## config.mk

```make
export PLATFORM = sky130hd
export DESIGN_NAME = csv_record_tokenizer_flat
export DESIGN_NICKNAME = d
export VERILOG_FILES = /design/src/sv/csvtok_pkg.sv /design/src/sv/csvtok_in_if.sv /design/src/sv/csvtok_out_if.sv /design/src/sv/csvtok_cfg_if.sv /design/src/sv/csvtok_cfg_regs.sv /design/src/sv/csvtok_parser.sv /design/src/sv/csv_record_tokenizer.sv /design/src/flat_wrapper.sv
export SDC_FILE = /design/constraint.sdc
export NUM_CORES = 1
export LEC_CHECK = 0
export ABC_AREA = 1
export BUFFER_PORTS_ARGS = -buffer_cell sky130_fd_sc_hd__clkbuf_2
export CAP_MARGIN = 0
export CORE_ASPECT_RATIO = 1.4
export CORE_UTILIZATION = 47
export DETAILED_ROUTE_END_ITERATION = 10
export PLACE_DENSITY = 0.66
export SETUP_SLACK_MARGIN = 0.05
export SYNTH_ARGS = -nofsm -noshare
export SYNTH_HDL_FRONTEND = slang
export SYNTH_SLANG_ARGS = --single-unit
```

## constraint.sdc

```tcl
create_clock -name clk_i -period 5.7 [get_ports clk_i]
set_input_delay 0.285 -clock clk_i [delete_from_list [all_inputs] [get_ports clk_i]]
set_output_delay 0.285 -clock clk_i [all_outputs]
set_load 0.005 [all_outputs]
```

## src/sv/csvtok_pkg.sv

```systemverilog
// Shared types, constants and helper functions of the CSV record tokenizer.
`default_nettype none

package csvtok_pkg;

  // Fixed widths of the channel fields.
  localparam int unsigned LIMIT_W   = 13;
  localparam int unsigned POS_OUT_W = 12;
  localparam int unsigned LEN_OUT_W = 13;
  localparam int unsigned CFG_IDX_W = 2;
  localparam int unsigned REC_FIELDS = 3;

  // Reset values of the field limits.
  localparam logic [LIMIT_W-1:0] FIRST_LIMIT_RST = 13'd2048;
  localparam logic [LIMIT_W-1:0] OTHER_LIMIT_RST = 13'd256;

  // Characters with a meaning of their own.
  localparam logic [7:0] CH_QUOTE = 8'h22;
  localparam logic [7:0] CH_COMMA = 8'h2C;
  localparam logic [7:0] CH_CR    = 8'h0D;
  localparam logic [7:0] CH_LF    = 8'h0A;
  localparam logic [7:0] CH_SPACE = 8'h20;
  localparam logic [7:0] CH_TAB   = 8'h09;

  // UTF-8 byte order mark.
  localparam logic [1:0] BOM_LEN = 2'd3;
  localparam logic [7:0] BOM_B0  = 8'hEF;
  localparam logic [7:0] BOM_B1  = 8'hBB;
  localparam logic [7:0] BOM_B2  = 8'hBF;

  // Configuration register indexes.
  typedef enum logic [CFG_IDX_W-1:0] {
    CFG_FIRST_LIMIT = 2'd0,
    CFG_OTHER_LIMIT = 2'd1
  } cfg_reg_e;

  // Kinds of result item.
  typedef enum logic [1:0] {
    KIND_BYTE   = 2'd0,
    KIND_RECORD = 2'd1,
    KIND_EMPTY  = 2'd2
  } kind_e;

  // One result item as it leaves the parser.
  typedef struct packed {
    kind_e                                 kind;
    logic [1:0]                            field_number;
    logic [POS_OUT_W-1:0]                  raw_position;
    logic [7:0]                            out_byte;
    logic [REC_FIELDS-1:0][POS_OUT_W-1:0]  start;
    logic [REC_FIELDS-1:0][LEN_OUT_W-1:0]  length;
    logic [REC_FIELDS-1:0]                 trunc_flags;
  } res_t;

  // Space, tab, newline, vertical tab, form feed and carriage return.
  function automatic logic is_space(input logic [7:0] c);
    return (c == CH_SPACE) || ((c >= CH_TAB) && (c <= CH_CR));
  endfunction

  // Expected byte of the byte order mark at a given place.
  function automatic logic [7:0] bom_byte(input logic [1:0] idx);
    logic [7:0] b;
    case (idx)
      2'd0:    b = BOM_B0;
      2'd1:    b = BOM_B1;
      default: b = BOM_B2;
    endcase
    return b;
  endfunction

endpackage

`default_nettype wire

```

## src/sv/csvtok_in_if.sv

```systemverilog
// Input channel: one data byte or an end-of-input mark per item.
`default_nettype none

interface csvtok_in_if;
  logic       valid;
  logic       ready;
  logic       func;
  logic [7:0] data_byte;

  modport source (output valid, output func, output data_byte, input ready);
  modport sink   (input valid, input func, input data_byte, output ready);
endinterface

`default_nettype wire

```

## src/sv/csvtok_out_if.sv

```systemverilog
// Output channel: stored bytes and record bounds.
`default_nettype none

interface csvtok_out_if;
  logic        valid;
  logic        ready;
  logic [1:0]  kind;
  logic [1:0]  field_number;
  logic [11:0] raw_position;
  logic [7:0]  out_byte;
  logic [11:0] first_start;
  logic [12:0] first_length;
  logic [11:0] second_start;
  logic [12:0] second_length;
  logic [11:0] third_start;
  logic [12:0] third_length;
  logic [2:0]  trunc_flags;

  modport source (output valid, output kind, output field_number, output raw_position,
                  output out_byte, output first_start, output first_length,
                  output second_start, output second_length, output third_start,
                  output third_length, output trunc_flags, input ready);
  modport sink   (input valid, input kind, input field_number, input raw_position,
                  input out_byte, input first_start, input first_length,
                  input second_start, input second_length, input third_start,
                  input third_length, input trunc_flags, output ready);
endinterface

`default_nettype wire

```

## src/sv/csvtok_cfg_if.sv

```systemverilog
// Configuration write channel: register index and write data.
`default_nettype none

interface csvtok_cfg_if;
  logic        valid;
  logic        ready;
  logic [1:0]  index;
  logic [12:0] data;

  modport source (output valid, output index, output data, input ready);
  modport sink   (input valid, input index, input data, output ready);
endinterface

`default_nettype wire

```

## src/sv/csvtok_cfg_regs.sv

```systemverilog
// Configuration registers holding the two field limits.
`default_nettype none

module csvtok_cfg_regs (
  input  logic                             clk_i,
  input  logic                             rst_ni,
  csvtok_cfg_if.sink                       cfg_i,
  output logic [csvtok_pkg::LIMIT_W-1:0]   first_limit_o,
  output logic [csvtok_pkg::LIMIT_W-1:0]   other_limit_o
);

  logic [csvtok_pkg::LIMIT_W-1:0] first_limit_d, first_limit_q;
  logic [csvtok_pkg::LIMIT_W-1:0] other_limit_d, other_limit_q;

  // Writes are always taken.
  assign cfg_i.ready = 1'b1;

  // Register decode; unknown indexes leave both limits alone.
  always_comb begin
    first_limit_d = first_limit_q;
    other_limit_d = other_limit_q;
    if (cfg_i.valid) begin
      unique case (csvtok_pkg::cfg_reg_e'(cfg_i.index))
        csvtok_pkg::CFG_FIRST_LIMIT: first_limit_d = cfg_i.data;
        csvtok_pkg::CFG_OTHER_LIMIT: other_limit_d = cfg_i.data;
        default: ;
      endcase
    end
  end

  always_ff @(posedge clk_i or negedge rst_ni) begin
    if (!rst_ni) begin
      first_limit_q <= csvtok_pkg::FIRST_LIMIT_RST;
      other_limit_q <= csvtok_pkg::OTHER_LIMIT_RST;
    end else begin
      first_limit_q <= first_limit_d;
      other_limit_q <= other_limit_d;
    end
  end

  assign first_limit_o = first_limit_q;
  assign other_limit_o = other_limit_q;

endmodule

`default_nettype wire

```

## src/sv/csvtok_parser.sv

```systemverilog
// Record parser: quote and field state, per-field counters and result forming.
`default_nettype none

module csvtok_parser #(
  parameter int unsigned POS_WIDTH   = 12,
  parameter int unsigned FIELD_COUNT = 3
) (
  input  logic                            clk_i,
  input  logic                            rst_ni,
  input  logic                            step_i,
  input  logic                            func_i,
  input  logic [7:0]                      byte_i,
  input  logic [csvtok_pkg::LIMIT_W-1:0]  first_limit_i,
  input  logic [csvtok_pkg::LIMIT_W-1:0]  other_limit_i,
  output logic                            res_valid_o,
  output csvtok_pkg::res_t                res_o
);

  localparam int unsigned CNT_W = POS_WIDTH + 1;
  localparam int unsigned FP_W  = $clog2(FIELD_COUNT + 1);
  localparam int unsigned LIM_W = (CNT_W > csvtok_pkg::LIMIT_W) ? CNT_W : csvtok_pkg::LIMIT_W;
  localparam logic [LIM_W-1:0] LIM_CAP = LIM_W'(1) << POS_WIDTH;

  // Record state.
  logic [FP_W-1:0]        field_pos_d, field_pos_q;
  logic                   in_quote_d, in_quote_q;
  logic                   quote_seen_d, quote_seen_q;
  logic                   started_d, started_q;
  logic                   has_data_d, has_data_q;
  logic [1:0]             bom_match_d, bom_match_q;
  logic [CNT_W-1:0]       raw_count_d [FIELD_COUNT];
  logic [CNT_W-1:0]       raw_count_q [FIELD_COUNT];
  logic [FIELD_COUNT-1:0] trunc_d, trunc_q;
  logic [CNT_W-1:0]       first_ns_d [FIELD_COUNT];
  logic [CNT_W-1:0]       first_ns_q [FIELD_COUNT];
  logic [FIELD_COUNT-1:0] first_valid_d, first_valid_q;
  logic [CNT_W-1:0]       last_end_d [FIELD_COUNT];
  logic [CNT_W-1:0]       last_end_q [FIELD_COUNT];
  logic [CNT_W-1:0]       ab_first_d, ab_first_q;
  logic                   ab_valid_d, ab_valid_q;

  // Limits capped at the position range.
  logic [LIM_W-1:0] first_ext, other_ext;
  logic [CNT_W-1:0] first_cap, other_cap;

  assign first_ext = LIM_W'(first_limit_i);
  assign other_ext = LIM_W'(other_limit_i);
  assign first_cap = (first_ext > LIM_CAP) ? CNT_W'(LIM_CAP) : CNT_W'(first_ext);
  assign other_cap = (other_ext > LIM_CAP) ? CNT_W'(LIM_CAP) : CNT_W'(other_ext);

  // Record bounds per reported field, formed from the current state.
  logic [csvtok_pkg::REC_FIELDS-1:0][csvtok_pkg::POS_OUT_W-1:0] rep_start;
  logic [csvtok_pkg::REC_FIELDS-1:0][csvtok_pkg::LEN_OUT_W-1:0] rep_len;
  logic [csvtok_pkg::REC_FIELDS-1:0]                             rep_trunc;

  for (genvar g = 0; g < csvtok_pkg::REC_FIELDS; g++) begin : gen_rep
    if (g < FIELD_COUNT) begin : gen_used
      logic             v;
      logic [CNT_W-1:0] s;

      // Field 0 starts after a complete byte order mark.
      always_comb begin
        v = first_valid_q[g];
        s = first_ns_q[g];
        if ((g == 0) && (bom_match_q == csvtok_pkg::BOM_LEN)) begin
          v = ab_valid_q;
          s = ab_first_q;
        end
        if (v && (last_end_q[g] > s)) begin
          rep_start[g] = csvtok_pkg::POS_OUT_W'(s);
          rep_len[g]   = csvtok_pkg::LEN_OUT_W'(last_end_q[g] - s);
        end else begin
          rep_start[g] = '0;
          rep_len[g]   = '0;
        end
        rep_trunc[g] = trunc_q[g];
      end
    end else begin : gen_unused
      assign rep_start[g] = '0;
      assign rep_len[g]   = '0;
      assign rep_trunc[g] = 1'b0;
    end
  end

  // Item decode and state update.
  logic                 keep, rec_end, empty_end, stored, handled;
  logic                 is_quote, is_comma, is_cr, is_lf, nonspace;
  logic [CNT_W-1:0]     pos;
  logic [CNT_W-1:0]     lim;

  always_comb begin
    field_pos_d   = field_pos_q;
    in_quote_d    = in_quote_q;
    quote_seen_d  = quote_seen_q;
    started_d     = started_q;
    has_data_d    = has_data_q;
    bom_match_d   = bom_match_q;
    raw_count_d   = raw_count_q;
    trunc_d       = trunc_q;
    first_ns_d    = first_ns_q;
    first_valid_d = first_valid_q;
    last_end_d    = last_end_q;
    ab_first_d    = ab_first_q;
    ab_valid_d    = ab_valid_q;
    keep          = 1'b0;
    rec_end       = 1'b0;
    empty_end     = 1'b0;
    stored        = 1'b0;
    handled       = 1'b0;
    pos           = '0;
    lim           = '0;
    is_quote      = (byte_i == csvtok_pkg::CH_QUOTE);
    is_comma      = (byte_i == csvtok_pkg::CH_COMMA);
    is_cr         = (byte_i == csvtok_pkg::CH_CR);
    is_lf         = (byte_i == csvtok_pkg::CH_LF);
    nonspace      = !csvtok_pkg::is_space(byte_i);

    if (func_i) begin
      if (!started_q) empty_end = 1'b1;
      else            rec_end   = 1'b1;
    end else begin
      // Quoted field: a doubled quote is data, a lone quote closes it.
      if (in_quote_q && quote_seen_q && is_quote) begin
        quote_seen_d = 1'b0;
        has_data_d   = 1'b1;
        started_d    = 1'b1;
        keep         = 1'b1;
        handled      = 1'b1;
      end else if (in_quote_q && quote_seen_q) begin
        in_quote_d   = 1'b0;
        quote_seen_d = 1'b0;
      end else if (in_quote_q) begin
        started_d = 1'b1;
        handled   = 1'b1;
        if (is_quote) begin
          quote_seen_d = 1'b1;
        end else begin
          has_data_d = 1'b1;
          keep       = 1'b1;
        end
      end

      // Outside quotes.
      if (!handled) begin
        if (is_quote) begin
          if (!has_data_q) in_quote_d = 1'b1;
          else             keep       = 1'b1;
          has_data_d = 1'b1;
          started_d  = 1'b1;
        end else if (is_comma) begin
          if (field_pos_q != FP_W'(FIELD_COUNT)) field_pos_d = field_pos_q + FP_W'(1);
          has_data_d = 1'b0;
          started_d  = 1'b1;
        end else if (is_cr) begin
          // Carriage return outside quotes is dropped.
        end else if (is_lf) begin
          if (started_q || has_data_q || (field_pos_q != '0)) rec_end = 1'b1;
        end else begin
          has_data_d = 1'b1;
          started_d  = 1'b1;
          keep       = 1'b1;
        end
      end
    end

    // Store the byte in the current field, or flag truncation.
    for (int i = 0; i < FIELD_COUNT; i++) begin
      if (keep && (field_pos_q == FP_W'(i))) begin
        lim = (i == 0) ? first_cap : other_cap;
        if (raw_count_q[i] >= lim) begin
          trunc_d[i] = 1'b1;
        end else begin
          stored = 1'b1;
          pos    = raw_count_q[i];
          if (nonspace) begin
            if (!first_valid_q[i]) begin
              first_valid_d[i] = 1'b1;
              first_ns_d[i]    = raw_count_q[i];
            end
            last_end_d[i] = raw_count_q[i] + CNT_W'(1);
            if ((i == 0) && (raw_count_q[i] >= CNT_W'(csvtok_pkg::BOM_LEN)) && !ab_valid_q) begin
              ab_valid_d = 1'b1;
              ab_first_d = raw_count_q[i];
            end
          end
          if ((i == 0) && (raw_count_q[i] < CNT_W'(csvtok_pkg::BOM_LEN)) &&
              (CNT_W'(bom_match_q) == raw_count_q[i]) &&
              (byte_i == csvtok_pkg::bom_byte(bom_match_q))) begin
            bom_match_d = bom_match_q + 2'd1;
          end
          raw_count_d[i] = raw_count_q[i] + CNT_W'(1);
        end
      end
    end

    // A record end or end of input clears the whole record.
    if (rec_end || empty_end) begin
      field_pos_d   = '0;
      in_quote_d    = 1'b0;
      quote_seen_d  = 1'b0;
      started_d     = 1'b0;
      has_data_d    = 1'b0;
      bom_match_d   = '0;
      trunc_d       = '0;
      first_valid_d = '0;
      ab_first_d    = '0;
      ab_valid_d    = 1'b0;
      for (int i = 0; i < FIELD_COUNT; i++) begin
        raw_count_d[i] = '0;
        first_ns_d[i]  = '0;
        last_end_d[i]  = '0;
      end
    end
  end

  // Result forming; fields that do not belong to the kind stay zero.
  always_comb begin
    res_o       = '0;
    res_valid_o = stored || rec_end || empty_end;
    if (stored) begin
      res_o.kind         = csvtok_pkg::KIND_BYTE;
      res_o.field_number = 2'(field_pos_q);
      res_o.raw_position = csvtok_pkg::POS_OUT_W'(pos);
      res_o.out_byte     = byte_i;
    end else if (rec_end) begin
      res_o.kind        = csvtok_pkg::KIND_RECORD;
      res_o.start       = rep_start;
      res_o.length      = rep_len;
      res_o.trunc_flags = rep_trunc;
    end else if (empty_end) begin
      res_o.kind = csvtok_pkg::KIND_EMPTY;
    end
  end

  // State registers, advanced once per processed item.
  always_ff @(posedge clk_i or negedge rst_ni) begin
    if (!rst_ni) begin
      field_pos_q   <= '0;
      in_quote_q    <= 1'b0;
      quote_seen_q  <= 1'b0;
      started_q     <= 1'b0;
      has_data_q    <= 1'b0;
      bom_match_q   <= '0;
      trunc_q       <= '0;
      first_valid_q <= '0;
      ab_first_q    <= '0;
      ab_valid_q    <= 1'b0;
      for (int i = 0; i < FIELD_COUNT; i++) begin
        raw_count_q[i] <= '0;
        first_ns_q[i]  <= '0;
        last_end_q[i]  <= '0;
      end
    end else if (step_i) begin
      field_pos_q   <= field_pos_d;
      in_quote_q    <= in_quote_d;
      quote_seen_q  <= quote_seen_d;
      started_q     <= started_d;
      has_data_q    <= has_data_d;
      bom_match_q   <= bom_match_d;
      trunc_q       <= trunc_d;
      first_valid_q <= first_valid_d;
      ab_first_q    <= ab_first_d;
      ab_valid_q    <= ab_valid_d;
      raw_count_q   <= raw_count_d;
      first_ns_q    <= first_ns_d;
      last_end_q    <= last_end_d;
    end
  end

endmodule

`default_nettype wire

```

## src/sv/csv_record_tokenizer.sv

```systemverilog
// Top level of the CSV record tokenizer: input register, parser and result register.
//
// Usage: items arrive on in_i, each a data byte (func 0) or an end-of-input mark
// (func 1). Results leave on out_o: a stored byte with its field and raw position,
// the bounds of a finished record, or an end-of-input mark when no record was open.
// An item causes at most one result. The limits are written on cfg_i (index 0 is
// the first field limit, index 1 the limit of the other fields); the user must
// write them only while no item is in flight, and the block itself does not
// enforce this. The cfg_i channel is always ready. An item accepted from in_i
// is held in the input register, and its result is loaded into the output
// register when the parser steps on it, which waits while the output register
// is full and not being taken. The block takes one item per cycle while the
// receiver keeps taking results; the parser state is updated once per item.
// Reset clears the record state and both registers, and sets the limits to 2048
// and 256. When the receiver stalls, the result waits in the output register and
// the next item waits in the input register; in_i.ready falls only when both are
// full and the output register is not being emptied in that cycle.
`default_nettype none

module csv_record_tokenizer #(
  parameter int unsigned POS_WIDTH   = 12,
  parameter int unsigned FIELD_COUNT = 3
) (
  input  logic          clk_i,
  input  logic          rst_ni,
  csvtok_in_if.sink     in_i,
  csvtok_out_if.source  out_o,
  csvtok_cfg_if.sink    cfg_i
);

  logic [csvtok_pkg::LIMIT_W-1:0] first_limit, other_limit;

  csvtok_cfg_regs u_cfg (
    .clk_i         (clk_i),
    .rst_ni        (rst_ni),
    .cfg_i         (cfg_i),
    .first_limit_o (first_limit),
    .other_limit_o (other_limit)
  );

  // Input register.
  logic       in_valid_q;
  logic       in_func_q;
  logic [7:0] in_byte_q;
  logic       step;
  logic       out_free;

  // Result register.
  logic             out_valid_q;
  csvtok_pkg::res_t res_q;
  logic             res_valid;
  csvtok_pkg::res_t res;

  assign out_free   = !out_valid_q || out_o.ready;
  assign step       = in_valid_q && out_free;
  assign in_i.ready = !in_valid_q || step;

  always_ff @(posedge clk_i or negedge rst_ni) begin
    if (!rst_ni) begin
      in_valid_q <= 1'b0;
    end else if (in_i.ready) begin
      in_valid_q <= in_i.valid;
    end
  end

  always_ff @(posedge clk_i) begin
    if (in_i.valid && in_i.ready) begin
      in_func_q <= in_i.func;
      in_byte_q <= in_i.data_byte;
    end
  end

  csvtok_parser #(
    .POS_WIDTH   (POS_WIDTH),
    .FIELD_COUNT (FIELD_COUNT)
  ) u_parser (
    .clk_i         (clk_i),
    .rst_ni        (rst_ni),
    .step_i        (step),
    .func_i        (in_func_q),
    .byte_i        (in_byte_q),
    .first_limit_i (first_limit),
    .other_limit_i (other_limit),
    .res_valid_o   (res_valid),
    .res_o         (res)
  );

  // Result register: loaded when the parser produces an item, emptied when taken.
  always_ff @(posedge clk_i or negedge rst_ni) begin
    if (!rst_ni) begin
      out_valid_q <= 1'b0;
    end else if (step && res_valid) begin
      out_valid_q <= 1'b1;
    end else if (out_o.ready) begin
      out_valid_q <= 1'b0;
    end
  end

  always_ff @(posedge clk_i) begin
    if (step && res_valid) begin
      res_q <= res;
    end
  end

  // Output channel fields.
  assign out_o.valid         = out_valid_q;
  assign out_o.kind          = res_q.kind;
  assign out_o.field_number  = res_q.field_number;
  assign out_o.raw_position  = res_q.raw_position;
  assign out_o.out_byte      = res_q.out_byte;
  assign out_o.first_start   = res_q.start[0];
  assign out_o.first_length  = res_q.length[0];
  assign out_o.second_start  = res_q.start[1];
  assign out_o.second_length = res_q.length[1];
  assign out_o.third_start   = res_q.start[2];
  assign out_o.third_length  = res_q.length[2];
  assign out_o.trunc_flags   = res_q.trunc_flags;

endmodule

`default_nettype wire

```

## src/flat_wrapper.sv

```systemverilog
// flat-port wrapper written by rule: the top's interface ports become plain ports
module csv_record_tokenizer_flat 
#(
  parameter int unsigned POS_WIDTH   = 12,
  parameter int unsigned FIELD_COUNT = 3
)
  (clk_i, rst_ni, in_i_valid, in_i_func, in_i_data_byte, in_i_ready, out_o_valid, out_o_kind, out_o_field_number, out_o_raw_position, out_o_out_byte, out_o_first_start, out_o_first_length, out_o_second_start, out_o_second_length, out_o_third_start, out_o_third_length, out_o_trunc_flags, out_o_ready, cfg_i_valid, cfg_i_index, cfg_i_data, cfg_i_ready);
  csvtok_in_if in_i_i ();
  csvtok_out_if out_o_i ();
  csvtok_cfg_if cfg_i_i ();
  input  logic clk_i;
  input  logic rst_ni;
  input wire logic [$bits(in_i_i.valid)-1:0] in_i_valid;
  input wire logic [$bits(in_i_i.func)-1:0] in_i_func;
  input wire logic [$bits(in_i_i.data_byte)-1:0] in_i_data_byte;
  output wire logic [$bits(in_i_i.ready)-1:0] in_i_ready;
  output wire logic [$bits(out_o_i.valid)-1:0] out_o_valid;
  output wire logic [$bits(out_o_i.kind)-1:0] out_o_kind;
  output wire logic [$bits(out_o_i.field_number)-1:0] out_o_field_number;
  output wire logic [$bits(out_o_i.raw_position)-1:0] out_o_raw_position;
  output wire logic [$bits(out_o_i.out_byte)-1:0] out_o_out_byte;
  output wire logic [$bits(out_o_i.first_start)-1:0] out_o_first_start;
  output wire logic [$bits(out_o_i.first_length)-1:0] out_o_first_length;
  output wire logic [$bits(out_o_i.second_start)-1:0] out_o_second_start;
  output wire logic [$bits(out_o_i.second_length)-1:0] out_o_second_length;
  output wire logic [$bits(out_o_i.third_start)-1:0] out_o_third_start;
  output wire logic [$bits(out_o_i.third_length)-1:0] out_o_third_length;
  output wire logic [$bits(out_o_i.trunc_flags)-1:0] out_o_trunc_flags;
  input wire logic [$bits(out_o_i.ready)-1:0] out_o_ready;
  input wire logic [$bits(cfg_i_i.valid)-1:0] cfg_i_valid;
  input wire logic [$bits(cfg_i_i.index)-1:0] cfg_i_index;
  input wire logic [$bits(cfg_i_i.data)-1:0] cfg_i_data;
  output wire logic [$bits(cfg_i_i.ready)-1:0] cfg_i_ready;
  assign in_i_i.valid = in_i_valid;
  assign in_i_i.func = in_i_func;
  assign in_i_i.data_byte = in_i_data_byte;
  assign in_i_ready = in_i_i.ready;
  assign out_o_valid = out_o_i.valid;
  assign out_o_kind = out_o_i.kind;
  assign out_o_field_number = out_o_i.field_number;
  assign out_o_raw_position = out_o_i.raw_position;
  assign out_o_out_byte = out_o_i.out_byte;
  assign out_o_first_start = out_o_i.first_start;
  assign out_o_first_length = out_o_i.first_length;
  assign out_o_second_start = out_o_i.second_start;
  assign out_o_second_length = out_o_i.second_length;
  assign out_o_third_start = out_o_i.third_start;
  assign out_o_third_length = out_o_i.third_length;
  assign out_o_trunc_flags = out_o_i.trunc_flags;
  assign out_o_i.ready = out_o_ready;
  assign cfg_i_i.valid = cfg_i_valid;
  assign cfg_i_i.index = cfg_i_index;
  assign cfg_i_i.data = cfg_i_data;
  assign cfg_i_ready = cfg_i_i.ready;
  csv_record_tokenizer #(.POS_WIDTH(POS_WIDTH), .FIELD_COUNT(FIELD_COUNT)) u_core (.clk_i(clk_i), .rst_ni(rst_ni), .in_i(in_i_i), .out_o(out_o_i), .cfg_i(cfg_i_i));
endmodule
```

**Word level (Yosys, flattened, before mapping)**

Cells that the tools add are included.

- $lt $le $gt $ge: 12
- Multiplexer cells: 147
- Multipliers: 0
- Divide/modulo/power cells: 0
- Add/sub/neg operators: 8
- Eq/ne operators: 23
- Reduce and logical (&&, ||, !) cells: 67
- Bitwise operators: 4
- Shifts and indexed selects: 0

Operator list:

| operator | number |
|---|---|
| 2-to-1 mux 13 bit | 35 |
| 2-to-1 mux 39 bit | 3 |
| 2-to-1 mux 1 bit | 87 |
| 2-to-1 mux 12 bit | 6 |
| adder 13 x 1 -> 13 bit (second input constant) | 3 |
| >= comparator 13 bit | 3 |
| > comparator 13 bit | 3 |
| subtractor 13 bit | 3 |
| > comparator 13 bit (second input constant) | 2 |
| equality test 8 x 6 -> 1 bit (second input constant) | 3 |
| nonzero test 2 bit | 12 |
| 2-to-1 mux 2 bit | 11 |
| AND reduction 4 bit | 5 |
| AND reduction 5 bit | 4 |
| != test 2 x 1 -> 1 bit (second input constant) | 9 |
| AND reduction 3 bit | 6 |
| equality test 8 x 4 -> 1 bit (second input constant) | 2 |
| 2-to-1 mux 8 bit | 2 |
| logical AND 1 bit | 15 |
| one-hot mux 7 bit (2 select lines) | 1 |
| equality test 2 x 13 -> 1 bit | 1 |
| >= comparator 13 x 2 -> 1 bit (second input constant) | 1 |
| < comparator 13 x 2 -> 1 bit (second input constant) | 1 |
| OR reduction 3 bit | 3 |
| 16 further kinds | 40 |

- Word-level logic and storage cells: 302
- Flip-flop bits (word level): 284
- Output and inout port bits: 105
- RAM bits: 0
- Latch bits: 0
- Bits in read-only memories: 0
- Bits of input ports: 29
- Memories kept: 0

**Longest topological paths before layout**

Gate-level depths: netlist (run 1).

- Depth after elaboration: 21
- Gate-level depth with buffers: 21
- Mapped depth without buffers: 19

**By module**

Synthesis (run 1) repeated with hierarchy kept, for this count alone.

- Cell total of the unflattened synthesis: 1,948
- Area total of the unflattened synthesis: 16,320.7 µm²

By module, submodules not included:

| module | area each (µm²) | sequential area each (µm²) | times used | cells each |
|---|---|---|---|---|
| csvtok_parser | 11,801.3 | 3,628.5 | 1 | 1,704 |
| csv_record_tokenizer | 3,439.5 | 3,383.2 | 1 | 126 |
| csvtok_cfg_regs | 1,079.8 | 653.1 | 1 | 118 |

**Worst setup path after synthesis (run 1)**

Ideal clock, no wire load.

- Path kind: register -> register
- Start: register u_core.u_cfg.other_limit_q, in the netlist u_core.u_cfg.other_limit_o[4]
- End: register u_core.res_q, in the netlist u_core.out_o.field_number[0] (enable)
- Data required time: 5,245 ps
- Library setup time: 456 ps
- Arrival time: 4,510 ps
- Setup slack: 734 ps
- Clock period less this slack: 4,966 ps
- Buffers on the path: 1
- Cell stages (with the launch flop): 20
- Path through: dfrtp_1 > nor4_1 > nand2_1 > nor3_1 > a21oi_1 > inv_1 > clkbuf_1 > nand2_1 > ha_1 > nand2_1 > inv_1 > o21ai_0 > nand3_1 > nand2_1 > nand3_1 > inv_1 > nand2_2 > nand3_1 > nand2_1 > inv_1

- Word-level cells in the longest chain between the ends: 10
- Elaborated cells on any way between the ends: 11
- Classes of those cells: 3 x order compare; 5 x mux; 3 x reduce/logical

Ends and longest elaborated chain:

| what | line | source |
|---|---|---|
| start, declared | csvtok_cfg_regs.sv:13 | `logic [csvtok_pkg::LIMIT_W-1:0] other_limit_d, other_limit_q;` |
| start signal, assigned | csvtok_cfg_regs.sv:34 | `other_limit_q <= csvtok_pkg::OTHER_LIMIT_RST;` |
| start signal, assigned | csvtok_cfg_regs.sv:37 | `other_limit_q <= other_limit_d;` |
| > comparator 13 bit | csvtok_parser.sv:49 | `assign other_cap = (other_ext > LIM_CAP) ? CNT_W'(LIM_CAP) : CNT_W'(other_ext);` |
| 2-to-1 mux 13 bit * | csvtok_parser.sv:49 |  |
| >= comparator 13 bit | csvtok_parser.sv:170 | `if (raw_count_q[i] >= lim) begin` |
| 2-to-1 mux 1 bit | csvtok_parser.sv:170 |  |
| 2-to-1 mux 1 bit | csvtok_parser.sv:168 | `if (keep && (field_pos_q == FP_W'(i))) begin` |
| 2-to-1 mux 1 bit | csvtok_parser.sv:170 |  |
| 2-to-1 mux 1 bit * | csvtok_parser.sv:168 |  |
| logical OR 1 bit * (2 in a row) | csvtok_parser.sv:219 | `res_valid_o = stored \|\| rec_end \|\| empty_end;` |
| logical AND 1 bit * | csv_record_tokenizer.sv:100 | `if (step && res_valid) begin` |
| end signal, assigned | csv_record_tokenizer.sv:101 | `res_q <= res;` |
| end, declared | csv_record_tokenizer.sv:50 | `csvtok_pkg::res_t res_q;` |

Every way passes the cells marked *; elsewhere a longest branch is shown, timed or not.
A chain may end at the register's enable or synchronous reset.

**Final worst setup path (run 1)**

- Start: register u_core.u_cfg.other_limit_q, in the netlist u_core.u_cfg.other_limit_o[4]
- End: register u_core.res_q, in the netlist u_core.out_o.third_length[1] (enable)

Same word-level chain as after synthesis.

==> flow_summary.ini, run 1 <==
[cts]
cts_tree = built
numCtsBuffers = 29
cts-root-buf = clkbuf_16
cts_resized = 0
clkSinkCount = 284
worstSkewPairLatency_ps = 570
cts_max_level = 1
cts_buffer_depth = 3
clk_pin_slew_worst_paths_ps = 70

[power]
p_leak_nw = 8.814
p_int_w = 0.004023
clkPwrFrac_pct = 32.9
switching_share_pct = 32.20
p_seq_share_pct = 42.9
vdd_ir_drop_max_v = 0.0002444
p_comb_share_pct = 24.2
p_per_area_nw_per_um2 = 325.6
p_sw_w = 0.001911

[yosys]
ys.flop_type = dfrtp_1
synth-seq-cells = 284
synth_common_cells = nand2_1, nor2_1, inv_1, dfrtp_1, edfxtp_1
synthDistinctLibCells = 49
yosys.area.top_type = dfrtp_1
synth_async_sr_flop_share_pct = 60.92
yosysMostFrequentCell = nand2_1
synth.area.top_cells = dfrtp_1, edfxtp_1, nand2_1
avgSynthCellArea_sq_um = 8.224
synthCells = 1964
synth_area_sq_um = 16150
synth_edf_count = 111
syn_nets = 2085
synth_sequential_area_ratio_pct = 47.46
ys_warn_count = 0
synth_top_area_share_pct = 26.49

[global_routing]
antenna_found_initial = 0
use_met1_pct = 28.44
grt_pass1_vias = 12940
overflow = 0
grt_max_degree = 69
grt_first_pass_wirelength_mm = 66.25
top_usage_layer = met2
grt_use_met2_pct = 44.27
grtUsageMet3_pct = 2.135
grt_usage_pct = 24.10

[cells_and_area]
nFillCells = 3227
layout.nets = 2203
antenna_cells = 0
area_delta_synth_final_pct = 12.84
multi_input_area_sq_um = 7253
register_area_sq_um = 7665
final_area_sq_um = 18230
drive_gt1_share_pct = 11.26

[route]
ant_nets = 0
via_per_inst = 5.180
via_count = 13240
dr.pass1.iters = 9
routed_wl_mm = 41.00
wl_per_cell_um = 16.04
first_iter_violations = 1010
drc = 1

[sta]
fin_skew_ps = 18.77
tns_ps = 0
layout_min_cycle_time_ps = 4286
slew_headroom_pct = 32.07
worst_slew_pin_slew_ps = 1019
setup_violations = 0
max_freq_mhz = 233.3
fin_crit_sh_pct = 75.18
hold_violations = 0
final_max_slew_viol_count = 0
rsz0062_at_grt = false

[placed_design]
globalplace.congestion = 0.9092
numPortBuffers = 132
hpwl_mm = 30.81
placed_cell_area_sq_um = 17110

[critical_path]
path_cells = nor4_1 > nand2_1 > nor3_1 > a21oi_1 > inv_1 > nand2_1 > ha_1 > a21oi_1 > o21ai_0 > a21oi_1 > nand3_1 > inv_1 > nand2_2 > nand3_1 > nand2_1 > inv_4 > buf_12
worst-setup-path-type = register to register
slowest_delay_ps = 410
crit_path_start_kind = register
crit_fanout = 68
crit_path_end_kind = register
rrSetupSlack_ps = 1410
arrival_ps = 4490
crit_slowest_cell = inv_4
required_ps = 5910

[status]
outcome = finished, violations left
violations = design-rule violations

[floorplan]
core_sq_um = 33930
rows = 80
initial_core_util_pct = 47.60
die_x_um = 158.7
die_y_um = 221.3
io_pins = 134
die_area_sq_um = 35120

[min_path]
hp-class = primary input to register

[run]
drv_cap = 0
==> flip-flops by register name, summed over array words and instances (netlist names), 8 cells and up <==
name,flops
u_core.u_parser.last_end_q,39
u_core.u_parser.raw_count_q,39
u_core.u_parser.gen_rep.gen_used.s,26
u_core.out_o.first_length,13
u_core.out_o.second_length,13
u_core.out_o.third_length,13
u_core.u_cfg.first_limit_o,13
u_core.u_cfg.other_limit_o,13
u_core.u_parser.ab_first_q,13
u_core.u_parser.first_ns_q,13
u_core.out_o.first_start,12
u_core.out_o.raw_position,12
u_core.out_o.second_start,12
u_core.out_o.third_start,12
u_core.in_byte_q,8
u_core.out_o.out_byte,8
==> path summary, 6_finish.rpt <==
path / end / start / cells after the start
max in group asynchronous: u_core.u_parser.gen_rep[2].gen_used.s[10] / rst_ni / 3
hold / removal: u_core.in_valid_q / out_o_ready / 4
setup reg to reg: u_core.out_o.third_length[1] / u_core.u_cfg.other_limit_o[4] / 17
min in group asynchronous: u_core.u_cfg.first_limit_o[2] / rst_ni / 2
setup / recovery: u_core.out_o.third_length[1] / u_core.u_cfg.other_limit_o[4] / 17
hold reg to reg: u_core.u_parser.gen_rep[1].gen_used.s[11] / u_core.u_parser.gen_rep[1].gen_used.s[11] / 2
==> area by class of cell <==
type / instances / share of cell area, %
Timing Repair Buffer: 154 / 4.812
Inverter: 234 / 4.840
Sequential cell: 284 / 42.05
Multi-Input combinational cell: 1379 / 39.80
Clock buffer: 41 / 4.565
Tap cell: 451 / 3.096
Clock inverter: 13 / 0.8375
==> worst max-delay path: cells and delay by family, from the launching register on <==
family | cells | cell delay [ps]
fa+ha+maj | 1 | 350
compound gates | 4 | 480
buf+inv | 4 | 1090
simple gates | 8 | 1490
flops | 1 | 400
==> through the flow <==
step	hold WS, ps	power (W)	util (%)	worst slack, ps	cells
6_report	24.92	0.005934	53.71	1414	2556
3_5_place_dp	288.7	0.004026	50.43	1427	2489
3_3_place_gp	278.2	0.004004	50.43	1565	2489
2_1_floorplan	-10.59	0.003554	-	734.3	1964
5_1_grt	13.08	0.006266	53.71	992.6	2556
4_1_cts	1.232	0.006004	53.71	1410	2556
==> layout by cell type, fill, tap and decap left out, types with 13 or more instances in the layout <==
| cell | netlist | final |
|---|---|---|
| nor2_1 | 266 | 265 |
| o21ai_1 | 36 | 36 |
| ha_1 | 89 | 89 |
| clkbuf_2 | 0 | 131 |
| dlygate4sd3_1 | 0 | 13 |
| dfrtp_1 | 171 | 171 |
| nor3_1 | 24 | 24 |
| xor2_1 | 40 | 40 |
| nand2_1 | 504 | 504 |
| inv_1 | 226 | 225 |
| edfxtp_1 | 111 | 111 |
| a21oi_1 | 67 | 67 |
| clkbuf_16 | 0 | 30 |
| nand4_1 | 87 | 87 |
| nand3_1 | 98 | 98 |
| o21ai_0 | 66 | 66 |
==> metal layers <==
metal / up-vias / share of wire (%)
met2: 284 / 53
met3: 72 / 3.1
met1: 6224 / 41
met5: - / 0
li1: 6661 / -
met4: 0 / 3.5
==> cells by family after synthesis <==
group / synth area share (%)
AND/OR/NAND/NOR: 27.59
other: 0.02322
adder cells (fa/ha/maj): 7.266
AO/OA/AOI/OAI: 6.724
flip-flops: 47.46
buffers and inverters: 7.654
XOR/XNOR: 2.603
multiplexers: 0.6817
==> power groups by stage <==
stage	clock network (W)	registers, W	logic (W)
after floorplan	0	0.00257	0.000983
after global placement	0	0.00258	0.00142
after detailed placement	0	0.00259	0.00144
after CTS	0.00200	0.00255	0.00145
after global routing	0.00207	0.00258	0.00162
final	0.00195	0.00255	0.00143
==> timing repair <==
item                      in CTS  in global routing
setup buffers                  0                  0
hold endpoints to repair      65                  0
hold buffers                  13                  0
Power figures use the tool's default switching activity.
==> run 2: changes to the inputs <==
--- a/config.mk
+++ b/config.mk
@@ -11,7 +11,7 @@
 export CORE_ASPECT_RATIO = 1.4
 export CORE_UTILIZATION = 47
 export DETAILED_ROUTE_END_ITERATION = 10
-export PLACE_DENSITY = 0.66
+export PLACE_DENSITY = 0.69
 export SETUP_SLACK_MARGIN = 0.05
 export SYNTH_ARGS = -nofsm -noshare
 export SYNTH_HDL_FRONTEND = slang
==> constraint.sdc (replaced) <==
create_clock -name clk_i -period 3.9 [get_ports clk_i]
set_input_delay 0.195 -clock clk_i [delete_from_list [all_inputs] [get_ports clk_i]]
set_output_delay 0.195 -clock clk_i [all_outputs]
set_load 0.005 [all_outputs]
==> run 2 against run 1 <==
The run now ends clean. Critical path depth is the same. Die area is the same. Sequential share of layout area shrank 0.80 points. Power grew 48%. Highest routed layer unchanged.
==> flow_summary.ini, run 2 (synthesis gave the netlist of run 1 again) <==
[status]
outcome = finished clean

[power]
p_int_w = 0.005931
p_per_area_nw_per_um2 = 471.5
clkPwrFrac_pct = 32.6
switching_share_pct = 32.30
p_sw_w = 0.002830
p_comb_share_pct = 24.8
p_total_w = 0.008761
p_seq_share_pct = 42.6
p_leak_nw = 8.982
vdd_ir_drop_max_v = 0.0003457

[critical_path]
crit_fanout = 51
crit_path_start_kind = register
slowest_delay_ps = 400
arrival_ps = 3800
path_cells = nor4_1 > nand2_1 > nor3_1 > a21oi_1 > inv_1 > nand2_1 > ha_1 > a21oi_1 > o21ai_0 > a21oi_1 > nand3_2 > inv_1 > nand2_4 > nand3_2 > nand2_2 > clkinvlp_4 > buf_12
regToRegStartpoint = u_core.u_cfg.other_limit_o[7]
r2r-end = u_core.out_o.second_start[7]
crit_top_cell = a21oi_1
r2r_cells = 17
worst-setup-path-type = register to register
crit_slowest_cell = dfrtp_1
crit_path_end_kind = register
required_ps = 4140
rrSetupSlack_ps = 330

[cts]
cts-root-buf = clkbuf_16
cts_resized = 0
cts_tree = built
clkSinkCount = 284
cts_max_level = 1
worstSkewPairLatency_ps = 580
clk_pin_slew_worst_paths_ps = 70
cts_buffer_depth = 3
numCtsBuffers = 28

[sta]
whs_ps = 104.5
setup_violations = 0
worst_slew_pin_slew_ps = 1020
fin_crit_sh_pct = 91.51
final_max_slew_viol_count = 0
tns_ps = 0
fin_skew_ps = 29.25
max_freq_mhz = 280.2
layout_min_cycle_time_ps = 3569
hold_violations = 0
fin_ws_ps = 330.9
rsz0062_at_grt = false
slew_headroom_pct = 32.00

[placed_design]
placed_cell_area_sq_um = 17340
numPortBuffers = 132
preCtsSetupSlack_ps = 373.8
hpwl_mm = 30.80
globalplace.congestion = 0.9073

[route]
first_iter_violations = 842
via_per_inst = 5.210
routed_wl_mm = 41.19
ant_nets = 0
via_count = 13460
wl_per_cell_um = 15.94
drc = 0
dr.pass1.iters = 8

[cells_and_area]
layout.nets = 2232
antenna_cells = 0
nFillCells = 3124
drive_gt1_share_pct = 12.52
final_area_sq_um = 18580
area_delta_synth_final_pct = 15.03
final_common_cell = nand2_1
layout_common_cells = nand2_1, nor2_1, inv_1, dfrtp_1, clkbuf_2

[global_routing]
grt_usage_pct = 24.20
grt_pass1_vias = 13060
overflow = 0
antenna_found_initial = 0
grt_max_degree = 106
grt_first_pass_wirelength_mm = 66.62

[floorplan]
io_pins = 134
core_sq_um = 33930
initial_core_util_pct = 47.60
die_area_sq_um = 35120
rows = 80
die_y_um = 221.3
die_x_um = 158.7

[run]
drv_cap = 0

[min_path]
whs_endpoint = u_core.out_o.valid
whs_path_depth = 4
hp-class = primary input to register
min-delay-start = out_o_ready
-- run 2: what timing repair did --
item	4_1_cts	5_1_grt
buffers inserted	0	0
endpoints found under the hold margin	138	0
hold buffers	26	0
-- run 2: layer usage --
| metal | share of wire [%] | GRT usage [%] | vias up |
|---|---|---|---|
| li1 | - | - | 6724 |
| met1 | 40 | 28.88 | 6274 |
| met2 | 51 | 43.36 | 384 |
| met3 | 4.1 | 2.311 | 80 |
| met4 | 4.3 | 10.79 | 0 |
| met5 | 0 | 0 | - |
-- run 2: power by group through the flow --
stage               registers, W  logic [W]  clock network, W
finish                   0.00373    0.00217           0.00286
global route             0.00377    0.00247           0.00303
CTS                      0.00373    0.00219           0.00293
floorplan                0.00375    0.00146                 0
global placement         0.00378    0.00210                 0
detailed placement       0.00379    0.00215                 0
-- run 2: metrics by stage --
| stage | instances | util [%] |
|---|---|---|
| 5_1_grt | 2584 | 54.75 |
| 6_report | 2584 | 54.75 |
| 4_1_cts | 2584 | 54.75 |
| 3_3_place_gp | 2506 | 51.09 |
| 3_5_place_dp | 2506 | 51.09 |
| 2_1_floorplan | 1964 | - |
-- run 2: layout make-up --
type / count / area (sq um) / area share [%]
multi-input cells: 1379 / 7323 / 39.42
well taps: 451 / 564.3 / 3.037
clock inverters: 13 / 158.9 / 0.8553
inverters: 234 / 883.3 / 4.755
repair buffers: 184 / 1160 / 6.243
flip-flops and latches: 284 / 7665 / 41.26
clock buffers: 39 / 824.5 / 4.438
-- run 2: worst max-delay path, delay by kind of cell, from the launching register on --
| family | cells | cell delay [ps] |
|---|---|---|
| and+or+nand+nor | 8 | 1060 |
| buffers and inverters | 4 | 870 |
| AOI/OAI and AO/OA | 4 | 520 |
| DFF | 1 | 400 |
| adders and majority gates | 1 | 360 |
-- run 2: worst max path at each step --
stage | from | endpoint | slack, ps | depth (start not counted)
after CTS | u_core.u_cfg.other_limit_o[7] | u_core.out_o.out_byte[2] | 360 | 17
after global routing | u_core.u_cfg.other_limit_o[7] | u_core.out_o.field_number[0] | 50 | 17
after global placement | u_core.u_cfg.other_limit_o[7] | u_core.out_o.out_byte[7] | 430 | 17
after floorplan | u_core.u_cfg.other_limit_o[7] | u_core.out_o.field_number[0] | -250 | 19
after detailed placement | u_core.u_cfg.other_limit_o[7] | u_core.out_o.out_byte[2] | 370 | 17
final | u_core.u_cfg.other_limit_o[7] | u_core.out_o.second_start[7] | 330 | 17
==> run 3: changes to the inputs <==
--- a/config.mk
+++ b/config.mk
@@ -9,9 +9,10 @@
 export BUFFER_PORTS_ARGS = -buffer_cell sky130_fd_sc_hd__clkbuf_2
 export CAP_MARGIN = 0
 export CORE_ASPECT_RATIO = 1.4
-export CORE_UTILIZATION = 47
+export CORE_UTILIZATION = 40
 export DETAILED_ROUTE_END_ITERATION = 10
-export PLACE_DENSITY = 0.69
+export GPL_ROUTABILITY_DRIVEN = 0
+export PLACE_DENSITY_LB_ADDON = 0.1
 export SETUP_SLACK_MARGIN = 0.05
 export SYNTH_ARGS = -nofsm -noshare
 export SYNTH_HDL_FRONTEND = slang
==> run 3 against run 2 <==
Fmax up 4.8%. Cell area is 1.1% higher. Clock power increased by 9.1%. Via count down 1.4%. Non-clock buffer count grew 1.
==> flow_summary.ini, run 3 (synthesis gave the netlist of run 1 again) <==
[route]
first_iter_violations = 873
routed_wl_mm = 43.82
drc = 0
dr.pass1.iters = 5
via_count = 13280
via_per_inst = 4.981
ant_nets = 0
wl_per_cell_um = 16.44

[floorplan]
rows = 86
die_y_um = 239.8
io_pins = 134
die_x_um = 171.8
die_area_sq_um = 41200
core_sq_um = 39600
initial_core_util_pct = 40.79

[sta]
hold_violations = 0
worst_slew_pin_slew_ps = 847.0
final_max_slew_viol_count = 0
slew_headroom_pct = 43.36
layout_min_cycle_time_ps = 3406
setup_violations = 0
whs_ps = 120.4
max_freq_mhz = 293.6
fin_skew_ps = 14.15
fin_crit_sh_pct = 87.33
rsz0062_at_grt = false

[critical_path]
regToRegStartpoint = u_core.u_cfg.other_limit_o[7]
crit_path_end_kind = register
r2r-end = u_core.out_o.out_byte[3]
crit_path_start_kind = register
endpoint = u_core.out_o.out_byte[3]
worst-setup-path-type = register to register
r2r_cells = 19
rrSetupSlack_ps = 490
required_ps = 4240
crit_fanout = 27
crit_start = u_core.u_cfg.other_limit_o[7]
arrival_ps = 3740

[cts]
cts_tree = built
postCtsSetupBuffers = 0
cts_max_level = 1
numCtsBuffers = 30
cts_buffer_depth = 3
clkSinkCount = 284
clk_pin_slew_worst_paths_ps = 60
worstSkewPairLatency_ps = 580
cts-root-buf = clkbuf_16

[global_routing]
use_met1_pct = 26.06
grt_first_pass_wirelength_mm = 70.69
grt_pass1_vias = 13280
grt_max_degree = 84
top_usage_layer = met2
grt_usage_pct = 22.09
grt_use_met2_pct = 39.06
grtUsageMet3_pct = 2.495
antenna_found_initial = 0
overflow = 0

[cells_and_area]
layout.nets = 2235
nFillCells = 4020
final_common_cell = nand2_1
register_area_sq_um = 7665
area_delta_synth_final_pct = 16.33
drive_gt1_share_pct = 12.91
layout_common_cells = nand2_1, nor2_1, inv_1, dfrtp_1, clkbuf_2
multi_input_area_sq_um = 7323
antenna_cells = 0

[min_path]
hp-class = primary input to register
whs_path_depth = 4

[power]
p_total_w = 0.009079
vdd_ir_drop_max_v = 0.0002730
p_per_area_nw_per_um2 = 483.2
p_leak_nw = 9.047

[status]
outcome = finished clean

[placed_design]
numPortBuffers = 132
hpwl_mm = 33.25

[run]
drv_cap = 0
==> run 3: changes by cell type in the layout (fill, tap and decap cells not counted) <==
cell | previous run | this run
buf_4 | 23 | 25
bufinv_16 | 3 | 4
clkbuf_1 | 5 | 3
clkbuf_16 | 30 | 33
clkbuf_8 | 4 | 5
clkinv_2 | 6 | 7
clkinv_8 | 1 | 0
dlygate4sd3_1 | 26 | 25
inv_1 | 225 | 224
inv_2 | 5 | 6
inv_6 | 0 | 1
==> run 3: how the worst min path moves through the flow <==
stage	start	slack, ps	end
final	out_o_ready	120	u_core.out_o.valid
after floorplan	rst_ni	-100	u_core.in_valid_q
after global placement	rst_ni	310	u_core.u_parser.last_end_q[33]
after CTS	out_o_ready	100	u_core.out_o.valid
after global routing	out_o_ready	140	u_core.out_o.valid
after detailed placement	rst_ni	300	u_core.u_parser.last_end_q[34]
==> run 3: critical path, cell delays in order (launching register included) <==
cell and delay (ps):
dfrtp_1 400, nor4_1 280, nand2_1 80, nor3_1 130, a21oi_1 110, inv_2 220
nand2_4 90, ha_1 340, nand2_1 70, inv_1 70, nand4_1 90, nand3_1 110
nand2_1 70, nand3_2 150, inv_1 90, nand2_4 70, buf_4 280, nand3_2 310
nand2_1 150, inv_1 40
==> run 3: area by class of cell <==
cell class	count	share of cell area (%)
clock inverter	15	0.9922
timing repair buffer	185	6.200
sequential	284	40.79
tap	528	3.516
inverter	234	4.701
multi-input combinational	1379	38.98
clock buffer	41	4.821
==> run 3: per-layer routing <==
metal | vias to the layer above | wire length [um]
li1 | 6744 | -
met1 | 6116 | 18210
met2 | 308 | 21740
met3 | 111 | 1440
met4 | 0 | 2420
met5 | - | 0
==> run 3: power breakdown <==
group	internal (W)	switching [W]	total, W
clock network	0.00189	0.00124	0.00312
logic	0.000748	0.00147	0.00222
registers	0.00352	0.000218	0.00373
total	0.00615	0.00293	0.00908
==> run 3: timing repair <==
action | CTS | global route
hold buffers | 25 | 0
resized for setup | 0 | 1
endpoints found under the setup margin | 0 | 98
hold endpoints to repair | 116 | 0
==> run 3: metrics by stage <==
stage	setup TNS (ps)	utilization, %	cell area (sq um)	std cells	worst slack [ps]
after detailed placement	0	44.06	17450	2585	347.2
after CTS	0	47.45	18790	2666	325.9
final	0	47.45	18790	2666	494.0
after global routing	0	47.45	18790	2666	134.1
after global placement	0	44.06	17450	2585	444.5
after floorplan	-25710	-	16240	1964	-252.0
